==> src/rtl/core/pose_to_target_range_bearing_defines.svh <==
// ----------------------------------------------------------------------------
// Assertion macros for the pose to target range and bearing block
// Concurrent checks in simulation; they expand to nothing for synthesis.
// ----------------------------------------------------------------------------
`ifndef POSE_TO_TARGET_RANGE_BEARING_DEFINES_SVH
`define POSE_TO_TARGET_RANGE_BEARING_DEFINES_SVH
`ifndef SYNTHESIS
// check outside reset
`define PTTRB_ASSERT(lbl, prop, msg) \
  lbl: assert property (@(posedge clk) disable iff (!rst_n) prop) else $error(msg);
// check at every edge, reset included
`define PTTRB_ASSERT_ALWAYS(lbl, prop, msg) \
  lbl: assert property (@(posedge clk) prop) else $error(msg);
`else
`define PTTRB_ASSERT(lbl, prop, msg)
`define PTTRB_ASSERT_ALWAYS(lbl, prop, msg)
`endif
`endif

==> src/rtl/core/pttrb_pkg.sv <==
// ----------------------------------------------------------------------------
// pttrb_pkg
// Widths, constants, stage payload types and the arctangent table for the
// range and bearing pipeline.
// ----------------------------------------------------------------------------
package pttrb_pkg;

  // Build-time configuration
  localparam int COORD_BITS   = 16;
  localparam int CORDIC_STEPS = 16;

  // Field widths
  localparam int XF_W        = 16;
  localparam int HEAD_W      = 32;
  localparam int DIST_W      = 17;
  localparam int TURN_W      = 10;
  localparam int IN_TDATA_W  = 4 * XF_W + HEAD_W;
  localparam int OUT_TDATA_W = 32;
  localparam int OUT_PAD_W   = OUT_TDATA_W - DIST_W - TURN_W;

  // Internal widths
  localparam int VEC_FRAC = 12;
  localparam int DW       = COORD_BITS + 1;          // offset
  localparam int SW       = COORD_BITS;              // exact axis distance
  localparam int VW       = DW + VEC_FRAC + 2;       // CORDIC vector
  localparam int UW       = VW - 1;                  // non-negative final x
  localparam int ZW       = 27;                      // angle, 1/65536 degree
  localparam int HW       = 17;                      // wrapped heading, 1/256 degree
  localparam int DFW      = ZW + 1;                  // turn difference

  localparam int BEAR_FRAC = 16;
  localparam int HEAD_FRAC = 8;

  // Heading wrap: a full turn is 45 << 11 steps, and 2^12 is 1 modulo 45
  localparam int FULL_TURN_H = 92160;
  localparam int HALF_TURN_H = 46080;
  localparam int HEAD_LOW_W  = 11;
  localparam int HEAD_MOD    = 45;
  localparam int HM_W        = HEAD_W - HEAD_LOW_W;
  localparam int FOLD_W      = 12;
  localparam int FOLD_SUM_W  = FOLD_W + 1;
  localparam int RECIP       = 2913;                 // ceil(2^17 / 45)
  localparam int RECIP_SHIFT = 17;
  localparam int RECIP_W     = 12;
  localparam int PROD_W      = FOLD_SUM_W + RECIP_W;
  localparam int Q_W         = PROD_W - RECIP_SHIFT;
  localparam int REM_W       = 6;

  // Bearing constants
  localparam int HALF_TURN_B = 11796480;
  localparam logic signed [ZW-1:0] BEAR_HALF    = ZW'(HALF_TURN_B);
  localparam logic signed [ZW-1:0] BEAR_QUARTER = ZW'(HALF_TURN_B / 2);
  localparam logic signed [ZW-1:0] BEAR_MIN     = ZW'(1 - HALF_TURN_B);

  // Range scaling by the inverse CORDIC gain, 2^30 scale
  localparam longint INV_GAIN   = 652032874;
  localparam int     KW         = 30;
  localparam int     SPLIT      = 16;
  localparam int     GAIN_SHIFT = 30 + VEC_FRAC - SPLIT;
  localparam int     PHW        = UW - SPLIT + KW;
  localparam int     PLW        = SPLIT + KW;
  localparam int     SUMW       = PHW + 1;

  typedef struct packed {
    logic signed [VW-1:0] x;
    logic signed [VW-1:0] y;
    logic signed [ZW-1:0] z;
    logic                 exact;   // zero or on-axis offset: take sdist / sbear
    logic [SW-1:0]        sdist;
    logic signed [ZW-1:0] sbear;
    logic signed [HW-1:0] head;
  } vec_t;

  typedef struct packed {
    logic valid;
    vec_t vec;
  } pipe_t;

  // atan(2^-i) in degrees, 1/65536 degree units
  function automatic logic signed [ZW-1:0] atan_deg16(input int unsigned idx);
    logic signed [ZW-1:0] a;
    case (idx)
      0:       a = ZW'(2949120);
      1:       a = ZW'(1740967);
      2:       a = ZW'(919879);
      3:       a = ZW'(466945);
      4:       a = ZW'(234379);
      5:       a = ZW'(117304);
      6:       a = ZW'(58666);
      7:       a = ZW'(29335);
      8:       a = ZW'(14668);
      9:       a = ZW'(7334);
      10:      a = ZW'(3667);
      11:      a = ZW'(1833);
      12:      a = ZW'(917);
      13:      a = ZW'(458);
      14:      a = ZW'(229);
      15:      a = ZW'(115);
      16:      a = ZW'(57);
      17:      a = ZW'(29);
      18:      a = ZW'(14);
      19:      a = ZW'(7);
      20:      a = ZW'(4);
      21:      a = ZW'(2);
      22:      a = ZW'(1);
      default: a = '0;
    endcase
    return a;
  endfunction

  // Take the low COORD_BITS of a coordinate field as two's complement
  function automatic logic signed [COORD_BITS-1:0] coord_ext(input logic [XF_W-1:0] f);
    logic [63:0] t;
    t = 64'(f);
    return t[COORD_BITS-1:0];
  endfunction

endpackage

==> src/rtl/core/pttrb_finish.sv <==
// ----------------------------------------------------------------------------
// pttrb_finish
// Gain correction of the CORDIC range, bearing clamp, turn angle and the
// output register.
// ----------------------------------------------------------------------------
module pttrb_finish import pttrb_pkg::*; (
  input  logic                     clk,
  input  logic                     rst_n,
  input  pipe_t                    up,
  output logic                     up_ready,
  output logic                     out_valid,
  input  logic                     out_ready,
  output logic [DIST_W-1:0]        distance,
  output logic signed [TURN_W-1:0] turn_degrees
);

  localparam logic signed [DFW-1:0] TRUNC_BIAS = DFW'((1 << BEAR_FRAC) - 1);

  // Product stage
  logic                 m_vld_r;
  logic [PHW-1:0]       m_phi_r;
  logic [PLW-1:0]       m_plo_r;
  logic                 m_exact_r;
  logic [SW-1:0]        m_sdist_r;
  logic signed [ZW-1:0] m_bear_r;
  logic signed [HW-1:0] m_head_r;

  // Output stage
  logic                     o_vld_r;
  logic [DIST_W-1:0]        o_dist_r;
  logic signed [TURN_W-1:0] o_turn_r;

  logic m_rdy, o_rdy;

  logic [UW-1:0]        ux;
  logic [PHW-1:0]       phi_nxt;
  logic [PLW-1:0]       plo_nxt;
  logic signed [ZW-1:0] bear_nxt;

  logic [SUMW-1:0]       sum;
  logic [DIST_W-1:0]     dist_nxt;
  logic signed [DFW-1:0] diff, adj, turn_full;

  assign o_rdy    = !o_vld_r || out_ready;
  assign m_rdy    = !m_vld_r || o_rdy;
  assign up_ready = m_rdy;

  // Split the range into two partial products; clamp the bearing
  always_comb begin
    ux      = up.vec.x[VW-1] ? '0 : up.vec.x[UW-1:0];
    phi_nxt = PHW'(ux[UW-1:SPLIT]) * PHW'(INV_GAIN);
    plo_nxt = PLW'(ux[SPLIT-1:0]) * PLW'(INV_GAIN);
    if (up.vec.exact) begin
      bear_nxt = up.vec.sbear;
    end else if (up.vec.z > BEAR_HALF) begin
      bear_nxt = BEAR_HALF;
    end else if (up.vec.z < BEAR_MIN) begin
      bear_nxt = BEAR_MIN;
    end else begin
      bear_nxt = up.vec.z;
    end
  end

  always_ff @(posedge clk) begin
    if (!rst_n) begin
      m_vld_r <= 1'b0;
    end else if (m_rdy) begin
      m_vld_r <= up.valid;
    end
  end

  always_ff @(posedge clk) begin
    if (m_rdy) begin
      m_phi_r   <= phi_nxt;
      m_plo_r   <= plo_nxt;
      m_exact_r <= up.vec.exact;
      m_sdist_r <= up.vec.sdist;
      m_bear_r  <= bear_nxt;
      m_head_r  <= up.vec.head;
    end
  end

  // Sum the partial products; bearing minus heading, truncated toward zero
  always_comb begin
    sum       = SUMW'(m_phi_r) + SUMW'(m_plo_r >> SPLIT);
    dist_nxt  = m_exact_r ? DIST_W'(m_sdist_r) : DIST_W'(sum >> GAIN_SHIFT);
    diff      = DFW'(m_bear_r) - (DFW'(m_head_r) <<< (BEAR_FRAC - HEAD_FRAC));
    adj       = diff[DFW-1] ? (diff + TRUNC_BIAS) : diff;
    turn_full = adj >>> BEAR_FRAC;
  end

  always_ff @(posedge clk) begin
    if (!rst_n) begin
      o_vld_r <= 1'b0;
    end else if (o_rdy) begin
      o_vld_r <= m_vld_r;
    end
  end

  always_ff @(posedge clk) begin
    if (o_rdy) begin
      o_dist_r <= dist_nxt;
      o_turn_r <= turn_full[TURN_W-1:0];
    end
  end

  assign out_valid    = o_vld_r;
  assign distance     = o_dist_r;
  assign turn_degrees = o_turn_r;

endmodule

==> config.mk <==
export PLATFORM = sky130hd
export DESIGN_NAME = pttrb_finish
export DESIGN_NICKNAME = d
export VERILOG_FILES = /design/src/rtl/core/pose_to_target_range_bearing_defines.svh /design/src/rtl/core/pttrb_pkg.sv /design/src/rtl/core/pttrb_finish.sv
export SDC_FILE = /design/constraint.sdc
export NUM_CORES = 1
export LEC_CHECK = 0
export ABC_AREA = 0
export BUFFER_PORTS_ARGS = -buffer_cell sky130_fd_sc_hd__buf_2
export CORE_ASPECT_RATIO = 1.2
export CORE_UTILIZATION = 50
export CTS_CLUSTER_DIAMETER = 60
export CTS_CLUSTER_SIZE = 16
export DETAILED_ROUTE_END_ITERATION = 8
export PLACE_DENSITY = 0.66
export RECOVER_POWER = 25
export SLEW_MARGIN = 20
export SYNTH_ARGS = -nofsm -noshare
export SYNTH_HDL_FRONTEND = slang
export SYNTH_SLANG_ARGS = --single-unit
==> constraint.sdc <==
create_clock -name clk -period 9.01 [get_ports clk]
set_clock_uncertainty 0.1 [all_clocks]
set_input_delay 0.901 -clock clk [delete_from_list [all_inputs] [get_ports clk]]
set_output_delay 0.901 -clock clk [all_outputs]
set_load 0.01 [all_outputs]
# --- Yosys cells after proc, flatten, opt, wreduce, memory -nomap -nowiden ---
# Cells that the tools add are included.
# W data, S select, Z words.
op_classes:
  magnitude_cmp: 2
  n_reduce_logical: 4
  mul: 2
  n_mux: 6
  addsub: 3
ops:
  columns: ["operator", "n"]
  rows:
  - ["$mux W27", 3]
  - ["$mul A16 B29 Y45 const B", 1]
  - ["$add A43 B30 Y43", 1]
  - ["$mul A14 B29 Y42 const B", 1]
  - ["$mux W30", 1]
  - ["$sub A27 B25 Y28", 1]
  - ["$gt A27 B25 Y1 const B", 1]
  - ["$lt A27 B25 Y1 const B", 1]
  - ["$add A26 B17 Y26 const B", 1]
  - ["$mux W26", 1]
  - ["$mux W16", 1]
  - ["$logic_not A1 Y1", 2]
  - ["$logic_or A1 B1 Y1", 2]
word_totals:
  inputBits: 154
  word_cells: 28
  reg_bits: 177

# --- Logic depth before layout (Yosys ltp) ---
depth:
  depth_word: 4
  depth_mapped: 27
  mapped_depth_nobuf: 25

# --- Worst setup path before layout ---
# OpenSTA, ideal clock, no wires.
synth_timing:
  kind: "input to register"
  start: "input port up[149] (netlist bit)"
  end: "register m_plo_r[45] (data pin)"
  path_slack_ns: 1.653
  setup_time_ns: 0.263
  path_stages: 22
  arrival_time_ns: 6.994
  required_ns: 8.647
  cell_sequence: "buf_4 -> clkbuf_1 -> clkbuf_1 -> nor2b_1 -> fa_1 -> fa_1 -> inv_1 -> fa_1 -> inv_1 -> fa_1 -> fa_1 -> fa_1 -> ha_1 -> a211oi_1 -> nand2_1 -> o211ai_1 -> a211oi_2 -> a211o_2 -> a221o_4 -> nor3_2 -> o41ai_2 -> xnor2_1"
synth_via:
  elab_chain_cells: 2
synth_rtl:
  columns: ["item", "line", "source"]
  rows:
  - ["from (decl)", "pttrb_finish.sv:9", "input pipe_t up,"]
  - ["$mux W30", "pttrb_finish.sv:50", "ux = up.vec.x[VW-1] ? '0 : up.vec.x[UW-1:0];"]
  - ["$mul A16 B29 Y45", "pttrb_finish.sv:52", "plo_nxt = PLW'(ux[SPLIT-1:0]) * PLW'(INV_GAIN);"]
  - ["via plo_nxt[45]", "pttrb_finish.sv:37", "logic [PLW-1:0] plo_nxt;"]
  - ["to (signal assigned)", "pttrb_finish.sv:75", "m_plo_r <= plo_nxt;"]
  - ["to (decl)", "pttrb_finish.sv:22", "logic [PLW-1:0] m_plo_r;"]
# The timed path passes the listed nets, and every way through them passes these cells.
# A chain may end at the register's enable or synchronous reset.

# --- Worst setup path in the final report ---
layout_timing:
  start: "input port up[149] (netlist bit)"
  end: "register m_phi_r[36] (data pin)"
layout_via:
  elab_chain_cells: 2
layout_rtl:
  columns: ["item", "line", "source"]
  rows:
  - ["$mux W30", "pttrb_finish.sv:50", null]
  - ["$mul A14 B29 Y42", "pttrb_finish.sv:51", "phi_nxt = PHW'(ux[UW-1:SPLIT]) * PHW'(INV_GAIN);"]
  - ["via phi_nxt[36]", "pttrb_finish.sv:36", "logic [PHW-1:0] phi_nxt;"]
  - ["to (signal assigned)", "pttrb_finish.sv:74", "m_phi_r <= phi_nxt;"]
  - ["to (decl)", "pttrb_finish.sv:21", "logic [PHW-1:0] m_phi_r;"]
# The timed path passes the listed nets, and every way through them passes these cells.

==> metrics <==
row cnt=85; DIE WIDTH=197.3 um; clock latency on the worst-skew pair=0.44 ns; Cell Pwr Density=347.9 mW/mm^2; placed cell area=0.02434 mm^2; Top cell by count, worst path=fa_1; Mapped Area=0.02289 mm^2; 1st-iter DRT viols=843; # port buffers=151; CTS clk-pin slew, worst paths=0.07 ns; CP Max Fanout=28; Post-Synthesis Cells=2209; post-route minimum period=7.828 ns; ys flop type=edfxtp_1; First-pass DRT Iterations=5; Die ar.=0.04665 mm^2; post-synthesis xor/xnor area fraction=4.247%; vias in the first global route=16500; initial antenna violation count=1; Seq/Total Area, Yosys=21.03%; number of levels in the clock H-tree=4; CP Data Required Time=9.08 ns; max-slew violations=0; post-synthesis mux area share=0.1858%; CORE AREA=0.04499 mm^2; yosys warns=0; Avg WL per Cell=18.79 um; via count=15730; hold path cells=1; Yosys cell types=85; worst flop-to-flop path endpoint=distance[14]; NumNets Final=3168; Worst R2R Start=m_phi_r[13]; slew of the pin with the lowest slew margin=1.375 ns; Avg Inst Size Synth=10.36 um^2; post-CTS sizing=0; fmax=127.8 MHz; worst vdd ir=0.0004271 V; Min-Delay Path Class=reg -> reg; GPL Wtd Cong=0.9683; Worst EP arrival=7.90 ns; setup TNS=0 ns; ys async rst share=0%; CTS sink count=161; WP buf/inv=7; die height=236.4 um; CP max stage cell=fa_1; critical hold path startpoint=m_vld_r; final instance area=0.02483 mm^2; postcts setup bufs=0; unrepaired setup endpoints after global routing=no; r2r setup slk=5.49 ns; Post-Synth Adder-Cell Area=46.44%; headroom to the max-slew limit=8.352%; DRT antenna net count=0; critical path's top delay family=adder cells; hold endpoint=out_valid; Setup crit start kind=primary input; vias per std cell=5.281; global-route usage over all layers=24.91%; grt ovf=0; CTS Root Cell=clkbuf_16; IO Pins=183; largest family of logic cells by synthesized area=adder cells; global-route wire length before repair=88.75 mm; ANT cells=0; Setup CP Type=in -> reg; Post-DP HPWL=48.82 mm; Synth Net Count=3020; leakage=0.01280 uW; flop and latch count out of synthesis=161; Core Util, Final=55.18%; simple-gate share of the synthesized area=7.505%; Initial Utilization=50.88%; largest net degree at the start of global routing=57; status=completed; Post-synth EDFFs=159; Area Overhead vs Synth=8.451%; CP max stage delay=0.60 ns; final hold slack=0.4206 ns; count of hold buffers inserted by post-cts repair=0; MaxCap Viol Count=0; worst path cell trace=buf_2, buf_4, nand2b_1, inv_1, fa_1, inv_1, fa_1, inv_1, fa_1, fa_1, fa_1, inv_1, fa_1, inv_1, ha_1, a21oi_1, o21ai_1, o21ai_0, nor2_1, a22o_1, o21ba_2, a31oi_4, mux2i_1, o2111ai_1; final setup violation count=0; Residual DRC=0; Worst R2R Path Depth=11; CTS Buf Count=17; share of layout cells above drive strength 1=8.527%; final wirelength=55.95 mm; CTS max path bufs=2; Synth Area in Compound Gates=11.23%; Final Hold Vio Count=0; clock tree from TritonCTS=built; type of destination of the critical path=flop; post-route clock period utilization=86.88%
[synth_stat cells (13+ instances only)]
master,n,area share (%)
inv_1,536,8.8
ha_1,336,18
fa_1,321,28
edfxtp_1,159,21
a21oi_1,105,2.3
nand2_1,93,1.5
nor2_1,78,1.3
o21ai_0,66,1.4
xnor2_1,66,2.5
a21o_1,58,1.9
xor2_1,45,1.7
nand2b_1,37,1.0
nor2b_1,33,0.90
clkbuf_1,23,0.38
nand3_1,21,0.46
a22o_1,18,0.69
o21a_1,16,0.52
nand4_1,13,0.36
[cell families (layout without fill, tap and decap cells)]
family,Yosys count,in the layout
buf+inv,565,725
fa+ha+maj,657,657
xor+xnor,111,111
compound gates,372,372
flops,161,161
simple gates,339,339
mux,4,4
[flip-flops by register name, summed over array words and instances (netlist names)]
register and flops:
m_bear_r 27, turn_degrees 10, m_vld_r 1, m_phi_r 42, distance 17, m_head_r 17, out_valid 1, m_exact_r 1
m_plo_r 29, m_sdist_r 16
[cells in the final DEF, fill, tap and decap left out, types with 12 or more instances in the layout]
cell | synthesis | final
nand4_1 | 13 | 13
o21a_1 | 16 | 16
nand3_1 | 21 | 21
buf_2 | 2 | 119
o21ai_0 | 66 | 66
edfxtp_1 | 159 | 159
a22o_1 | 18 | 18
a21oi_1 | 105 | 105
nor2_1 | 78 | 78
ha_1 | 336 | 336
clkbuf_16 | 0 | 17
nand2_1 | 93 | 93
clkbuf_1 | 23 | 33
nor2b_1 | 33 | 33
inv_1 | 536 | 536
xnor2_1 | 66 | 66
fa_1 | 321 | 321
o21bai_1 | 12 | 12
xor2_1 | 45 | 45
a21o_1 | 58 | 58
nand2b_1 | 37 | 37
[per-layer routing]
layer / up-vias / part of all wire [%] / global-route usage [%]
met3: 44 / 3.8 / 2.474
met1: 7807 / 47 / 35.15
met2: 339 / 48 / 41.41
met5: - / 0 / 0
met4: 0 / 1.6 / 5.403
li1: 7537 / - / -
[worst reg2reg max path: cells and delay by family (launching register included)]
kind / cells / cell delay, ns
compound gates: 6 / 1.77
xor+xnor: 1 / 0.09
fa+ha+maj: 1 / 0.34
buf+inv: 1 / 0.24
flops: 1 / 0.38
mux: 1 / 0.27
simple gates: 1 / 0.10
[power breakdown]
group / switching [uW] / leakage, uW / total, uW / internal (uW)
logic: 3790 / 0.0108 / 6540 / 2740
registers: 100 / 0.00172 / 1430 / 1330
clock network: 314 / 0.000255 / 670 / 356
total: 4210 / 0.0128 / 8640 / 4430
[through the flow]
| step | total power [uW] | worst slack [ns] | std cells |
|---|---|---|---|
| 2_1_floorplan | 6318 | 1.653 | 2209 |
| 3_3_place_gp | 7806 | 0.8528 | 2947 |
| 3_5_place_dp | 7935 | 0.7562 | 2947 |
| 4_1_cts | 8685 | 1.219 | 2978 |
| 5_1_grt | 9529 | 0.8498 | 2978 |
| 6_report | 8636 | 1.182 | 2978 |
[how the worst max path moves through the flow]
stage                     cells past startpoint           to    start  slack, ns
after floorplan                              22  m_plo_r[45]  up[149]       1.65
final                                        24  m_phi_r[36]  up[149]       1.18
after CTS                                    24  m_phi_r[42]  up[149]       1.22
after detailed placement                     24  m_phi_r[42]  up[149]       0.76
after global placement                       21  m_plo_r[45]  up[149]       0.85
after global routing                         24  m_phi_r[36]  up[149]       0.85
[cell type report]
type | count | area, um^2
fill | 4072 | 20160
multi-input combinational | 1483 | 15930
sequential | 161 | 4815
inverter | 536 | 2012
timing repair buffer | 158 | 768.2
tap | 609 | 762.0
clock buffer | 18 | 429.2
clock inverter | 13 | 106.4
Note: power is estimated with default switching activity, not from simulation.
