--- config.mk ---
export PLATFORM = sky130hd
export DESIGN_NAME = pttrb_prep
export DESIGN_NICKNAME = d
export VERILOG_FILES = /design/src/rtl/core/pose_to_target_range_bearing_defines.svh /design/src/rtl/core/pttrb_pkg.sv /design/src/rtl/core/pttrb_prep.sv
export SDC_FILE = /design/constraint.sdc
export NUM_CORES = 1
export LEC_CHECK = 0
export BUFFER_PORTS_ARGS = -buffer_cell sky130_fd_sc_hd__buf_2
export CORE_UTILIZATION = 35
export CTS_BUF_LIST = sky130_fd_sc_hd__clkbuf_2 sky130_fd_sc_hd__clkbuf_4 sky130_fd_sc_hd__clkbuf_8
export CTS_CLUSTER_DIAMETER = 100
export DETAILED_ROUTE_END_ITERATION = 8
export GPL_TIMING_DRIVEN = 0
export PLACE_DENSITY_LB_ADDON = 0.3
export REMOVE_ABC_BUFFERS = 1
export SETUP_SLACK_MARGIN = 0.02
export SYNTH_ARGS = -nofsm -noshare
export SYNTH_HDL_FRONTEND = slang
export SYNTH_SLANG_ARGS = --single-unit
--- constraint.sdc ---
create_clock -name clk -period 24.2 [get_ports clk]
set_input_delay 2.42 -clock clk [delete_from_list [all_inputs] [get_ports clk]]
set_output_delay 2.42 -clock clk [all_outputs]
set_load 0.005 [all_outputs]
--- src/rtl/core/pose_to_target_range_bearing_defines.svh ---
// ----------------------------------------------------------------------------
// Assertion macros for the pose to target range and bearing block
// Concurrent checks in simulation; they expand to nothing for synthesis.
// ----------------------------------------------------------------------------
`ifndef POSE_TO_TARGET_RANGE_BEARING_DEFINES_SVH
`define POSE_TO_TARGET_RANGE_BEARING_DEFINES_SVH
`ifndef SYNTHESIS
// check outside reset
`define PTTRB_ASSERT(lbl, prop, msg) \
  lbl: assert property (@(posedge clk) disable iff (!rst_n) prop) else $error(msg);
// check at every edge, reset included
`define PTTRB_ASSERT_ALWAYS(lbl, prop, msg) \
  lbl: assert property (@(posedge clk) prop) else $error(msg);
`else
`define PTTRB_ASSERT(lbl, prop, msg)
`define PTTRB_ASSERT_ALWAYS(lbl, prop, msg)
`endif
`endif

--- src/rtl/core/pttrb_pkg.sv ---
// ----------------------------------------------------------------------------
// pttrb_pkg
// Widths, constants, stage payload types and the arctangent table for the
// range and bearing pipeline.
// ----------------------------------------------------------------------------
package pttrb_pkg;

  // Build-time configuration
  localparam int COORD_BITS   = 16;
  localparam int CORDIC_STEPS = 16;

  // Field widths
  localparam int XF_W        = 16;
  localparam int HEAD_W      = 32;
  localparam int DIST_W      = 17;
  localparam int TURN_W      = 10;
  localparam int IN_TDATA_W  = 4 * XF_W + HEAD_W;
  localparam int OUT_TDATA_W = 32;
  localparam int OUT_PAD_W   = OUT_TDATA_W - DIST_W - TURN_W;

  // Internal widths
  localparam int VEC_FRAC = 12;
  localparam int DW       = COORD_BITS + 1;          // offset
  localparam int SW       = COORD_BITS;              // exact axis distance
  localparam int VW       = DW + VEC_FRAC + 2;       // CORDIC vector
  localparam int UW       = VW - 1;                  // non-negative final x
  localparam int ZW       = 27;                      // angle, 1/65536 degree
  localparam int HW       = 17;                      // wrapped heading, 1/256 degree
  localparam int DFW      = ZW + 1;                  // turn difference

  localparam int BEAR_FRAC = 16;
  localparam int HEAD_FRAC = 8;

  // Heading wrap: a full turn is 45 << 11 steps, and 2^12 is 1 modulo 45
  localparam int FULL_TURN_H = 92160;
  localparam int HALF_TURN_H = 46080;
  localparam int HEAD_LOW_W  = 11;
  localparam int HEAD_MOD    = 45;
  localparam int HM_W        = HEAD_W - HEAD_LOW_W;
  localparam int FOLD_W      = 12;
  localparam int FOLD_SUM_W  = FOLD_W + 1;
  localparam int RECIP       = 2913;                 // ceil(2^17 / 45)
  localparam int RECIP_SHIFT = 17;
  localparam int RECIP_W     = 12;
  localparam int PROD_W      = FOLD_SUM_W + RECIP_W;
  localparam int Q_W         = PROD_W - RECIP_SHIFT;
  localparam int REM_W       = 6;

  // Bearing constants
  localparam int HALF_TURN_B = 11796480;
  localparam logic signed [ZW-1:0] BEAR_HALF    = ZW'(HALF_TURN_B);
  localparam logic signed [ZW-1:0] BEAR_QUARTER = ZW'(HALF_TURN_B / 2);
  localparam logic signed [ZW-1:0] BEAR_MIN     = ZW'(1 - HALF_TURN_B);

  // Range scaling by the inverse CORDIC gain, 2^30 scale
  localparam longint INV_GAIN   = 652032874;
  localparam int     KW         = 30;
  localparam int     SPLIT      = 16;
  localparam int     GAIN_SHIFT = 30 + VEC_FRAC - SPLIT;
  localparam int     PHW        = UW - SPLIT + KW;
  localparam int     PLW        = SPLIT + KW;
  localparam int     SUMW       = PHW + 1;

  typedef struct packed {
    logic signed [VW-1:0] x;
    logic signed [VW-1:0] y;
    logic signed [ZW-1:0] z;
    logic                 exact;   // zero or on-axis offset: take sdist / sbear
    logic [SW-1:0]        sdist;
    logic signed [ZW-1:0] sbear;
    logic signed [HW-1:0] head;
  } vec_t;

  typedef struct packed {
    logic valid;
    vec_t vec;
  } pipe_t;

  // atan(2^-i) in degrees, 1/65536 degree units
  function automatic logic signed [ZW-1:0] atan_deg16(input int unsigned idx);
    logic signed [ZW-1:0] a;
    case (idx)
      0:       a = ZW'(2949120);
      1:       a = ZW'(1740967);
      2:       a = ZW'(919879);
      3:       a = ZW'(466945);
      4:       a = ZW'(234379);
      5:       a = ZW'(117304);
      6:       a = ZW'(58666);
      7:       a = ZW'(29335);
      8:       a = ZW'(14668);
      9:       a = ZW'(7334);
      10:      a = ZW'(3667);
      11:      a = ZW'(1833);
      12:      a = ZW'(917);
      13:      a = ZW'(458);
      14:      a = ZW'(229);
      15:      a = ZW'(115);
      16:      a = ZW'(57);
      17:      a = ZW'(29);
      18:      a = ZW'(14);
      19:      a = ZW'(7);
      20:      a = ZW'(4);
      21:      a = ZW'(2);
      22:      a = ZW'(1);
      default: a = '0;
    endcase
    return a;
  endfunction

  // Take the low COORD_BITS of a coordinate field as two's complement
  function automatic logic signed [COORD_BITS-1:0] coord_ext(input logic [XF_W-1:0] f);
    logic [63:0] t;
    t = 64'(f);
    return t[COORD_BITS-1:0];
  endfunction

endpackage

--- src/rtl/core/pttrb_prep.sv ---
// ----------------------------------------------------------------------------
// pttrb_prep
// Two pipeline stages: offset and heading fold, then heading wrap, axis
// detection and the half-plane pre-rotation of the CORDIC vector.
// ----------------------------------------------------------------------------
module pttrb_prep import pttrb_pkg::*; (
  input  logic              clk,
  input  logic              rst_n,
  input  logic              in_valid,
  output logic              in_ready,
  input  logic [XF_W-1:0]   cur_x,
  input  logic [XF_W-1:0]   cur_y,
  input  logic [HEAD_W-1:0] heading,
  input  logic [XF_W-1:0]   target_x,
  input  logic [XF_W-1:0]   target_y,
  output pipe_t             dn,
  input  logic              dn_ready
);

  localparam logic signed [HW:0] HALF_H = (HW + 1)'(HALF_TURN_H);
  localparam logic signed [HW:0] FULL_H = (HW + 1)'(FULL_TURN_H);

  // Stage A registers
  logic                   a_vld_r;
  logic signed [DW-1:0]   a_dx_r, a_dy_r;
  logic                   a_hneg_r;
  logic [HEAD_LOW_W-1:0]  a_low_r;
  logic [FOLD_SUM_W-1:0]  a_fold_r;

  // Stage B registers
  logic b_vld_r;
  vec_t b_vec_r;

  logic a_rdy, b_rdy;

  // Stage A next values
  logic signed [COORD_BITS-1:0] cx, cy, tx, ty;
  logic [HEAD_W-1:0]            mag;
  logic [HM_W-1:0]              hm;
  logic [FOLD_SUM_W-1:0]        fold1, fold_nxt;
  logic signed [DW-1:0]         dx_nxt, dy_nxt;

  // Stage B next values
  logic [PROD_W-1:0]      prod;
  logic [Q_W-1:0]         quo;
  logic [FOLD_SUM_W-1:0]  rem_full;
  logic [REM_W-1:0]       rem;
  logic [HW-1:0]          magmod;
  logic signed [HW:0]     hs, hw;
  logic                   dxz, dyz, dxneg, dypos;
  logic signed [VW-1:0]   xs, ys;
  vec_t                   b_vec_nxt;

  // Handshake: a stage loads when empty or when its content moves on
  assign b_rdy    = !b_vld_r || dn_ready;
  assign a_rdy    = !a_vld_r || b_rdy;
  assign in_ready = a_rdy;

  // Offsets and heading magnitude folded modulo 45 above the low bits
  always_comb begin
    cx       = coord_ext(cur_x);
    cy       = coord_ext(cur_y);
    tx       = coord_ext(target_x);
    ty       = coord_ext(target_y);
    dx_nxt   = DW'(tx) - DW'(cx);
    dy_nxt   = DW'(ty) - DW'(cy);
    mag      = heading[HEAD_W-1] ? (~heading + 1'b1) : heading;
    hm       = mag[HEAD_W-1:HEAD_LOW_W];
    fold1    = FOLD_SUM_W'(hm[FOLD_W-1:0]) + FOLD_SUM_W'(hm[HM_W-1:FOLD_W]);
    fold_nxt = FOLD_SUM_W'(fold1[FOLD_W-1:0]) + FOLD_SUM_W'(fold1[FOLD_W]);
  end

  always_ff @(posedge clk) begin
    if (!rst_n) begin
      a_vld_r <= 1'b0;
    end else if (a_rdy) begin
      a_vld_r <= in_valid;
    end
  end

  always_ff @(posedge clk) begin
    if (a_rdy) begin
      a_dx_r   <= dx_nxt;
      a_dy_r   <= dy_nxt;
      a_hneg_r <= heading[HEAD_W-1];
      a_low_r  <= mag[HEAD_LOW_W-1:0];
      a_fold_r <= fold_nxt;
    end
  end

  // Finish the modulo, restore the sign, wrap; classify and pre-rotate
  always_comb begin
    prod     = PROD_W'(a_fold_r) * PROD_W'(RECIP);
    quo      = prod[PROD_W-1:RECIP_SHIFT];
    rem_full = a_fold_r - FOLD_SUM_W'(FOLD_SUM_W'(quo) * FOLD_SUM_W'(HEAD_MOD));
    rem      = rem_full[REM_W-1:0];
    magmod   = {rem, a_low_r};
    hs       = a_hneg_r ? -$signed({1'b0, magmod}) : $signed({1'b0, magmod});
    if (hs > HALF_H) begin
      hw = hs - FULL_H;
    end else if (hs <= -HALF_H) begin
      hw = hs + FULL_H;
    end else begin
      hw = hs;
    end

    dxz   = (a_dx_r == '0);
    dyz   = (a_dy_r == '0);
    dxneg = a_dx_r[DW-1];
    dypos = !a_dy_r[DW-1] && !dyz;
    xs    = VW'(a_dx_r) <<< VEC_FRAC;
    ys    = VW'(a_dy_r) <<< VEC_FRAC;

    b_vec_nxt.x     = dxneg ? -xs : xs;
    b_vec_nxt.y     = dxneg ? -ys : ys;
    b_vec_nxt.z     = dxneg ? (dypos ? BEAR_HALF : -BEAR_HALF) : '0;
    b_vec_nxt.exact = dxz || dyz;
    if (dyz) begin
      b_vec_nxt.sdist = SW'(dxneg ? -a_dx_r : a_dx_r);
    end else begin
      b_vec_nxt.sdist = SW'(a_dy_r[DW-1] ? -a_dy_r : a_dy_r);
    end
    if (dxz && dyz) begin
      b_vec_nxt.sbear = '0;
    end else if (dyz) begin
      b_vec_nxt.sbear = dxneg ? BEAR_HALF : '0;
    end else begin
      b_vec_nxt.sbear = dypos ? BEAR_QUARTER : -BEAR_QUARTER;
    end
    b_vec_nxt.head = hw[HW-1:0];
  end

  always_ff @(posedge clk) begin
    if (!rst_n) begin
      b_vld_r <= 1'b0;
    end else if (b_rdy) begin
      b_vld_r <= a_vld_r;
    end
  end

  always_ff @(posedge clk) begin
    if (b_rdy) begin
      b_vec_r <= b_vec_nxt;
    end
  end

  assign dn = '{valid: b_vld_r, vec: b_vec_r};

endmodule

# Word level (Yosys, flattened, before mapping)
# Index checks and enable logic that the tools add are counted.
totals:
  ff_bits: 211
  inputBits: 100
  out_inout_bits: 152
classes:
  addsub: 13
  mul: 2
  magnitude_cmp: 2
  n_mux: 13
  bitwise_logic: 1
  n_reduce_logical: 11
ops:
  columns: ["cell", "n"]
  rows:
  - ["$mux W27", 3]
  - ["$neg A29 Y31", 2]
  - ["$mux W16", 3]
  - ["$logic_not A17 Y1", 2]
  - ["$mux W17", 2]
  - ["$sub A16 B16 Y17", 2]
  - ["$add A32 B1 Y32 const B", 1]
  - ["$mux W32", 1]
  - ["$neg A16 Y16", 2]
  - ["$not A32 Y32", 1]
  - ["$mux W31", 1]
  - ["$mux W28", 1]
  - ["$mul A13 B12 Y25 const B", 1]
  - ["$mux W24", 1]
  - ["$gt A18 B17 Y1 const B", 1]
  - ["$le A18 B17 Y1 const B", 1]
  - ["$mux W18", 1]
  - ["$neg A17 Y18", 1]
  - ["$add A17 B17 Y17 const B", 1]
  - ["$sub A17 B17 Y17 const B", 1]
  - ["$add A12 B1 Y13", 1]
  - ["$add A12 B9 Y13", 1]
  - ["$mul A8 B6 Y6 const B", 1]
  - ["$sub A6 B6 Y6", 1]
  - ["other kinds (3)", 9]

# Longest topological paths before layout
# Gate-level depths: netlist of the first run.
logic_depth:
  ltp_word: 8
  ltp_mapped: 32

# Least setup slack after synthesis of the first run
# No wires, ideal clock.
synth_path:
  path_type: "register -> register"
  start: "reg a_fold_r[5]"
  end: "reg b_vec_r, in the netlist dn[13], data pin"
  setup_ns: 0.271
  arrival_ns: 7.850
  t_required_ns: 23.929
  slack_ns: 16.079
  path_stages_with_launch: 30
  n_path_buf: 0
  synth_period_minus_slack_ns: 8.121
  path_cell_list: "edfxtp_1 -> ha_1 -> inv_1 -> fa_1 -> inv_1 -> fa_1 -> fa_1 -> inv_1 -> fa_1 -> inv_1 -> ha_1 -> a211oi_2 -> o211ai_1 -> a2111oi_4 -> o31ai_2 -> a21oi_1 -> xnor2_1 -> ha_1 -> ha_1 -> fa_1 -> ha_1 -> inv_1 -> ha_1 -> xnor2_1 -> o31ai_1 -> o21ai_0 -> and3b_1 -> o41ai_4 -> o22ai_1 -> xnor2_1"
synth_lines:
  columns: ["item", "line", "rtl"]
  rows:
  - ["start, declared", "pttrb_prep.sv:28", "logic [FOLD_SUM_W-1:0] a_fold_r;"]
  - ["start signal, assigned", "pttrb_prep.sv:87", "a_fold_r <= fold_nxt;"]
  - ["end signal, assigned", "pttrb_prep.sv:143", "b_vec_r <= b_vec_nxt;"]
  - ["end, declared", "pttrb_prep.sv:32", "vec_t b_vec_r;"]

==> results.yml, run 1 <==
synthesis:
  ys.warnings.count: 0
  synthTopCellsByCount: "157 x inv_1, 139 x edfxtp_1, 133 x ha_1, 108 x xnor2_1, 105 x nand2_1"
  synth_area_leader_cell: "edfxtp_1"
  synth-simple-area-share: 0.111
  syn_inst: 1186
  synth_top_family_by_area: "adder cells"
  synth-seq-cells: 141
  synth.distinct_cells: 70
  ys_seq_area_frac: 0.354
  synth-adder-area-share: 0.205
  synthesis.area_um2: 11900
  synth_compound_area_frac: 0.110
  async_flop_share: 0
  synth_edf_count: 139
  muxShareOfSynthArea: 0.00358
  synth_area_leaders: "edfxtp_1 35%, ha_1 14%, xnor2_1 8.0%, fa_1 6.4%, inv_1 5.0%"
  yosysMostFrequentCell: "inv_1"
  synth_area_per_cell_um2: 10.0
  synthXorXnorAreaFrac: 0.113
  yosysTopAreaCellShare: 0.351
  synth-main-ff-cell: "edfxtp_1"
placement:
  portBuffers: 192
  dp_hpwl_um: 20400
  routabilityCongestion: 0.879
  dp_cells: 1794
detailed_routing:
  viasPerCell: 4.56
  firstDrtPassIters: 5
  drc: 0
  drt-wirelength-per-cell_um: 13.6
  antenna_left: 0
  routed_wl_um: 24900
  vias: 8318
  first_iter_violations: 352
layout:
  finalNetCount: 1636
  syn_to_final_growth_pct: 12.9
  diodes: 0
  drive_gt1_frac: 0.180
  final_cells: 1824
  fillCellCount: 3308
grt:
  antenna_found_initial: 2
  grt.total_usage: 0.149
  grt_overflow_total: 0
  grt_pass1_vias: 8348
  grt_start_max_net_pins: 72
  grt_pass1_wl_um: 41200
worst_setup_path:
  r2r_cells: 29
  worstSetupEndpointType: "flop"
  path_class: "flop to flop"
  cp_slowest_cell: "o41ai_4"
  critPathMaxFanout: 8
  crit_end: "dn[13]"
  start_kind: "flop"
  cp.arrival_ns: 9.13
  rr_endpoint: "dn[13]"
  cp_slowest_stage_delay_ns: 0.58
  r2r-start: "a_fold_r[5]"
  crit_start: "a_fold_r[5]"
  worst_ep_required_time_ns: 24.39
  path_common_cell: "ha_1"
  r2r_slack_ns: 15.26
cts:
  cts_sinks: 141
  clk_pin_slew_ns: 0.08
  ctsHtreeMaxLevel: 4
  cts_buffers: 17
  cts_tree: "done"
  cts_root_buf: "clkbuf_8"
  cts-resized-gates: 0
  worst_skew_pair.late_latency_ns: 0.46
  postCtsSetupRepairBufs: 0
  clockBufferDepth: 2
  postCtsHoldBufs: 0
sta:
  worst_pin_slew_ns: 1.24
  final_max_slew_viol_count: 0
  fin_setup_tns_ns: 0
  finalCriticalPeriod_ns: 8.94
  setup_viol: 0
  rsz0062_at_grt: "no"
  period_share: 0.369
  finClkSkew_ns: 0.0152
  hold_violations: 0
  relSlewSlack: 0.175
  max_freq_mhz: 112
die:
  dieWidth_um: 186
  io_pins: 252
  core_um2: 33400
  placement_rows: 67
  dieHeight_um: 186
  dieArea_um2: 34700
  initial_core_util: 0.356
job:
  drv_cap: 0
status:
  status: "complete, no violations"
worst_hold_path:
  min_path_type: "flop to flop"
==> per-layer routing <==
layer | global-route usage | wire length [um]
met2 | 0.266 | 12400
met3 | 0.0395 | 1470
met4 | 0.0559 | 699
met5 | 0 | 18
met1 | 0.169 | 10300
==> flip-flops by register name (all words and copies together) (netlist names) <==
register and cells:
a_low_r 11, dn 80, a_dy_r 17, a_fold_r 13, a_dx_r 17, b_vld_r 1
a_hneg_r 1, a_vld_r 1
==> stage by stage <==
| stage | instance area, um^2 | hold WS (ns) | worst slack (ns) | util |
|---|---|---|---|---|
| after floorplan | 11500 | 0.441 | 16.07 | - |
| after CTS | 13400 | 0.490 | 15.19 | 0.401 |
| after global routing | 13400 | 0.489 | 14.64 | 0.401 |
| final | 13400 | 0.480 | 15.26 | 0.401 |
| after detailed placement | 13000 | 0.478 | 15.23 | 0.390 |
| after global placement | 13000 | 0.477 | 15.30 | 0.389 |
==> cells in the final DEF, fill, tap and decap left out, types with 14 or more instances in the layout <==
cell	Yosys	layout
inv_1	157	156
fa_1	38	38
ha_1	133	133
edfxtp_1	139	139
nor3_1	17	17
nor2b_1	14	14
or3_1	28	28
o31ai_1	20	20
buf_2	0	192
xnor2_1	108	108
conb_1	1	61
nand2_1	105	104
o21ai_0	67	67
a21oi_1	34	34
xor2_1	39	39
nor2_1	52	52
nand3_1	15	15
clkbuf_8	0	17
==> logic make-up after synthesis <==
family          Yosys count
other cells               1
xor+xnor                150
fa+ha+maj               172
mux                       4
buf+inv                 250
flops                   141
compound gates          196
simple gates            272
==> worst min path at each step <==
| stage | cells past startpoint | slack, ns | to | startpoint |
|---|---|---|---|---|
| 2_1_floorplan | 0 | 0.44 | dn[100] | a_dy_r[0] |
| 3_3_place_gp | 1 | 0.48 | b_vld_r | a_vld_r |
| 3_5_place_dp | 0 | 0.48 | dn[0] | a_low_r[0] |
| 4_1_cts | 0 | 0.49 | dn[0] | a_low_r[0] |
| 5_1_grt | 0 | 0.49 | dn[0] | a_low_r[0] |
| 6_report | 0 | 0.48 | dn[0] | a_low_r[0] |
==> worst max-delay path: cells and delay by family, from the launching register on <==
kind	cells	cell delay [ns]
xor gates and xnor gates	3	0.89
AOI/OAI and AO/OA	8	2.34
DFF	1	0.51
adders and majority gates	11	4.35
buffers and inverters	5	0.27
and+or+nand+nor	2	0.35
==> layout make-up <==
type / count / area (um^2) / share of cell area
Clock buffer: 19 / 249 / 0.0185
Clock inverter: 11 / 136 / 0.0102
Inverter: 157 / 592 / 0.0441
Multi-Input combinational cell: 855 / 6680 / 0.498
Sequential cell: 141 / 4210 / 0.314
Tap cell: 448 / 561 / 0.0418
Timing Repair Buffer: 193 / 988 / 0.0736
Power of run 1 is not shown: default switching activity piles up to over one toggle a cycle in this logic, so the estimate is an artifact.
==> run 2, diff against run 1 <==
==> constraint.sdc (replaced) <==
create_clock -name clk -period 7.2 [get_ports clk]
set_input_delay 0.72 -clock clk [delete_from_list [all_inputs] [get_ports clk]]
set_output_delay 0.72 -clock clk [all_outputs]
set_load 0.005 [all_outputs]
==> run 2 against run 1 <==
Global-route usage grew 0.24 points. Hold slack lost 0.00067 ns. Count of clock-buffer cells in the layout is the same. Critical endpoint is now dn[14]. Wire length grew 2.3%. Non-clock buffer count grew 23. Final area grew 3.4%. The flow now finishes with violations (setup timing). Die area is the same. Clock skew is essentially flat.
==> results.yml, run 2 (synthesis results as in run 1) <==
sta:
  max_freq_mhz: 124
  finClkSkew_ns: 0.0149
  setup_viol: 6
  rsz0062_at_grt: "yes"
  worst_pin_slew_ns: 1.24
  finalHoldWorstSlack_ns: 0.480
  final_max_slew_viol_count: 0
  finalCriticalPeriod_ns: 8.08
  relSlewSlack: 0.173
  hold_violations: 0
  period_share: 1.12
  fin_ws_ns: -0.879
layout:
  layout_common_cells: "192 x buf_2, 153 x inv_1, 139 x edfxtp_1"
  finalNetCount: 1659
  syn_to_final_growth_pct: 16.7
  drive_gt1_frac: 0.222
  largest_register_ffs: 80
  diodes: 0
  final_common_cell: "buf_2"
  final_cells: 1847
placement:
  dp_cells: 1794
  dp_hpwl_um: 20400
  portBuffers: 192
  routabilityCongestion: 0.879
detailed_routing:
  viasPerCell: 4.57
  antenna_left: 0
  drc: 0
  firstDrtPassIters: 5
  routed_wl_um: 25500
  first_iter_violations: 349
  drt-wirelength-per-cell_um: 13.8
  vias: 8446
die:
  dieHeight_um: 186
  dieArea_um2: 34700
  initial_core_util: 0.356
  io_pins: 252
  core_um2: 33400
  dieWidth_um: 186
  placement_rows: 67
worst_setup_path:
  start_kind: "flop"
  cp_slowest_stage_delay_ns: 0.54
  critPathMaxFanout: 7
  r2r_slack_ns: -0.88
  worstSetupEndpointType: "flop"
  cp_slowest_cell: "fa_1"
  worst_ep_required_time_ns: 7.40
  cp.arrival_ns: 8.28
  path_class: "flop to flop"
grt:
  grt.total_usage: 0.151
  grt_overflow_total: 0
  grt_pass1_wl_um: 41800
  grt_pass1_vias: 8483
  grt_start_max_net_pins: 72
  antenna_found_initial: 2
cts:
  cts_root_buf: "clkbuf_8"
  cts_tree: "done"
  worst_skew_pair.late_latency_ns: 0.45
  clk_pin_slew_ns: 0.08
  clockBufferDepth: 2
  ctsHtreeMaxLevel: 4
  cts_sinks: 141
  cts_buffers: 17
status:
  violations: "setup timing"
  status: "complete, but fails checks"
job:
  drv_cap: 0
worst_hold_path:
  min_path_type: "flop to flop"
run 2: cell count changes in the layout (fill, tap and decap cells not counted), sizes merged:
cell and delta:
buf +23
run 2: critical path, delay by kind of cell (launching register included):
kind,cells,cell delay [ns]
compound gates,7,1.64
xor+xnor,5,0.88
buf+inv,8,0.96
fa+ha+maj,10,3.60
flops,1,0.42
simple gates,3,0.35
run 2: cell type report:
class | instances | area, um^2
Fill cell | 3269 | 19600
Multi-Input combinational cell | 855 | 6960
Sequential cell | 141 | 4210
Timing Repair Buffer | 216 | 1170
Inverter | 157 | 592
Tap cell | 448 | 561
Clock buffer | 19 | 249
Clock inverter | 11 | 136
run 2: timing repair:
action | CTS | global route
resized for setup | 40 | 9
pin swaps | 34 | 3
hold endpoints to repair | 0 | 0
hold buffers | 0 | 0
endpoints found under the setup margin | 6 | 6
cloned | 0 | 0
buffers inserted | 21 | 2
run 2: through the flow:
| stage | setup WS, ns | utilization | TNS [ns] | cell area (um^2) |
|---|---|---|---|---|
| 2_1_floorplan | -0.933 | - | -5.25 | 11500 |
| 3_3_place_gp | -1.70 | 0.389 | -9.83 | 13000 |
| 3_5_place_dp | -1.77 | 0.390 | -10.26 | 13000 |
| 4_1_cts | -0.854 | 0.413 | -4.96 | 13800 |
| 5_1_grt | -1.28 | 0.415 | -7.34 | 13900 |
| 6_report | -0.879 | 0.415 | -5.09 | 13900 |
run 2: worst paths after layout:
check	startpoint	endpoint	cells past startpoint
worst max-delay path	a_fold_r[5]	dn[14]	33
worst min-delay path	a_low_r[0]	dn[0]	0
worst min register to register	a_low_r[0]	dn[0]	0
worst max register to register	a_fold_r[5]	dn[14]	33
run 2: per-layer routing:
layer  track usage  up-vias  wire length (um)
met4        0.0579        4               743
li1              -     4325                 -
met5             0        -                18
met2         0.272      213             12700
met3        0.0399       40              1510
met1         0.170     3864             10400
Power of run 2 is left out for the same reason.
==> run 3, diff against run 2 <==
--- a/config.mk
+++ b/config.mk
@@ -6,6 +6,7 @@
 export NUM_CORES = 1
 export LEC_CHECK = 0
 export BUFFER_PORTS_ARGS = -buffer_cell sky130_fd_sc_hd__buf_2
+export CORE_MARGIN = 2
 export CORE_UTILIZATION = 35
 export CTS_BUF_LIST = sky130_fd_sc_hd__clkbuf_2 sky130_fd_sc_hd__clkbuf_4 sky130_fd_sc_hd__clkbuf_8
 export CTS_CLUSTER_DIAMETER = 100
==> run 3 against run 2 <==
The run still ends with setup timing left. Sequential cell count unchanged. First-iteration DRC count fell by 17%. Fmax is 0.56% higher. Critical path depth stayed put. Global-route usage is 0.31 points lower. Count of clock-buffer cells in the layout down 2. Die area rose by 2.2%. Hold slack worse by 0.0086 ns. Cell count rose by 0.16%. Wire length up 2.3%. Via count increased by 0.79%. Largest cell class unchanged.
==> results.yml, run 3 (synthesis results as in run 1) <==
status:
  status: "complete, but fails checks"
  violations: "setup timing"
die:
  dieWidth_um: 188
  dieArea_um2: 35500
  io_pins: 252
  dieHeight_um: 188
  placement_rows: 67
  core_um2: 33500
  initial_core_util: 0.355
grt:
  grt_start_max_net_pins: 61
  grt_use_met1: 0.166
  grt_pass1_vias: 8450
  grt_overflow_total: 0
  grt.total_usage: 0.148
  grt.busiest_layer: "met2"
  grt_use_met3: 0.0402
  grt.met2_usage: 0.268
  grt_pass1_wl_um: 41500
  antenna_found_initial: 2
sta:
  rsz0062_at_grt: "yes"
  finalCriticalPeriod_ns: 8.03
  worst_pin_slew_ns: 1.31
  max_freq_mhz: 124
  period_share: 1.12
  setup_viol: 6
  hold_violations: 0
  fin_ws_ns: -0.834
  finClkSkew_ns: 0.0197
  final_max_slew_viol_count: 0
  relSlewSlack: 0.126
  fin_setup_tns_ns: -4.75
worst_setup_path:
  critPathMaxFanout: 7
  cp_slowest_stage_delay_ns: 0.52
  r2r-start: "a_fold_r[2]"
  crit_start: "a_fold_r[2]"
  r2r_cells: 33
  worstSetupEndpointType: "flop"
  path_class: "flop to flop"
  crit_end: "dn[14]"
  cp.arrival_ns: 8.26
  worst_ep_required_time_ns: 7.42
  rr_endpoint: "dn[14]"
  r2r_slack_ns: -0.83
  start_kind: "flop"
  cp_slowest_cell: "a2111oi_4"
layout:
  largest_register_ffs: 80
  drive_gt1_frac: 0.221
  final_common_cell: "buf_2"
  finalNetCount: 1658
  layout_common_cells: "192 x buf_2, 151 x inv_1, 139 x edfxtp_1"
  syn_to_final_growth_pct: 16.8
  fillCellCount: 3330
cts:
  cts_root_buf: "clkbuf_8"
  clockBufferDepth: 2
  cts_buffers: 17
  cts_sinks: 141
  ctsHtreeMaxLevel: 4
  clk_pin_slew_ns: 0.10
  worst_skew_pair.late_latency_ns: 0.47
  cts_tree: "done"
  postCtsHoldBufs: 0
detailed_routing:
  vias: 8513
  routed_wl_um: 26000
  viasPerCell: 4.60
  drc: 0
  antenna_left: 0
  first_iter_violations: 291
  drt-wirelength-per-cell_um: 14.1
  firstDrtPassIters: 5
placement:
  routabilityCongestion: 0.841
  dp_hpwl_um: 20700
  portBuffers: 192
worst_hold_path:
  min_path_type: "input pin to flop"
job:
  drv_cap: 0
==> run 3: changes by cell type in the layout (fill, tap and decap cells not counted), sizes merged <==
cell | previous run | this run
diode | 0 | 2
clkinv | 1 | 3
bufinv | 2 | 1
buf | 216 | 215
clkinvlp | 4 | 1
inv | 161 | 167
clkbuf | 19 | 17
==> run 3: critical path, delay by kind of cell (launching register included) <==
family                   cells  cell delay, ns
adder cells (fa/ha/maj)     11            3.90
XOR/XNOR                     2            0.32
flip-flops                   1            0.47
AND/OR/NAND/NOR              4            0.35
buffers and inverters        6            0.40
AO/OA/AOI/OAI               10            2.35
==> run 3: cell type report <==
type	count	area (um^2)	share of cell area
multi-input cells	855	6950	0.501
clock buffers	17	234	0.0168
clock inverters	15	168	0.0121
repair buffers	215	1160	0.0836
flip-flops and latches	141	4210	0.303
inverters	157	592	0.0426
diodes	2	5.00	0.000360
well taps	448	561	0.0404
==> run 3: timing repair <==
action                                  4_1_cts  5_1_grt
cloned                                        0        0
setup buffers                                19        3
resized for setup                            29       16
hold endpoints to repair                      0        0
pin swaps                                    31       17
endpoints found under the setup margin        6        6
==> run 3: metrics by stage <==
stage / area [um^2] / hold slack (ns) / util / worst slack (ns) / cells
6_report: 13900 / 0.471 / 0.414 / -0.834 / 1850
5_1_grt: 13900 / 0.458 / 0.414 / -1.21 / 1849
4_1_cts: 13800 / 0.427 / 0.410 / -0.803 / 1845
3_5_place_dp: 13000 / 0.486 / 0.389 / -1.76 / 1794
3_3_place_gp: 13000 / 0.478 / 0.388 / -1.69 / 1793
2_1_floorplan: 11500 / 0.441 / - / -0.933 / 1153
==> run 3: worst min path at each step <==
stage | startpoint | end | slack (ns) | depth (start not counted)
floorplan | a_dy_r[0] | dn[100] | 0.44 | 0
global placement | a_vld_r | b_vld_r | 0.48 | 1
detailed placement | a_low_r[0] | dn[0] | 0.49 | 0
CTS | rst_n | b_vld_r | 0.43 | 2
global route | rst_n | b_vld_r | 0.46 | 2
finish | rst_n | b_vld_r | 0.47 | 2
==> run 3: metal layers <==
layer	vias up	wire, um	share of wire
met5	-	0	0
met4	0	746	0.029
met3	37	1530	0.059
met2	195	13100	0.50
met1	3957	10700	0.41
li1	4324	-	-
Power of run 3 is left out for the same reason.
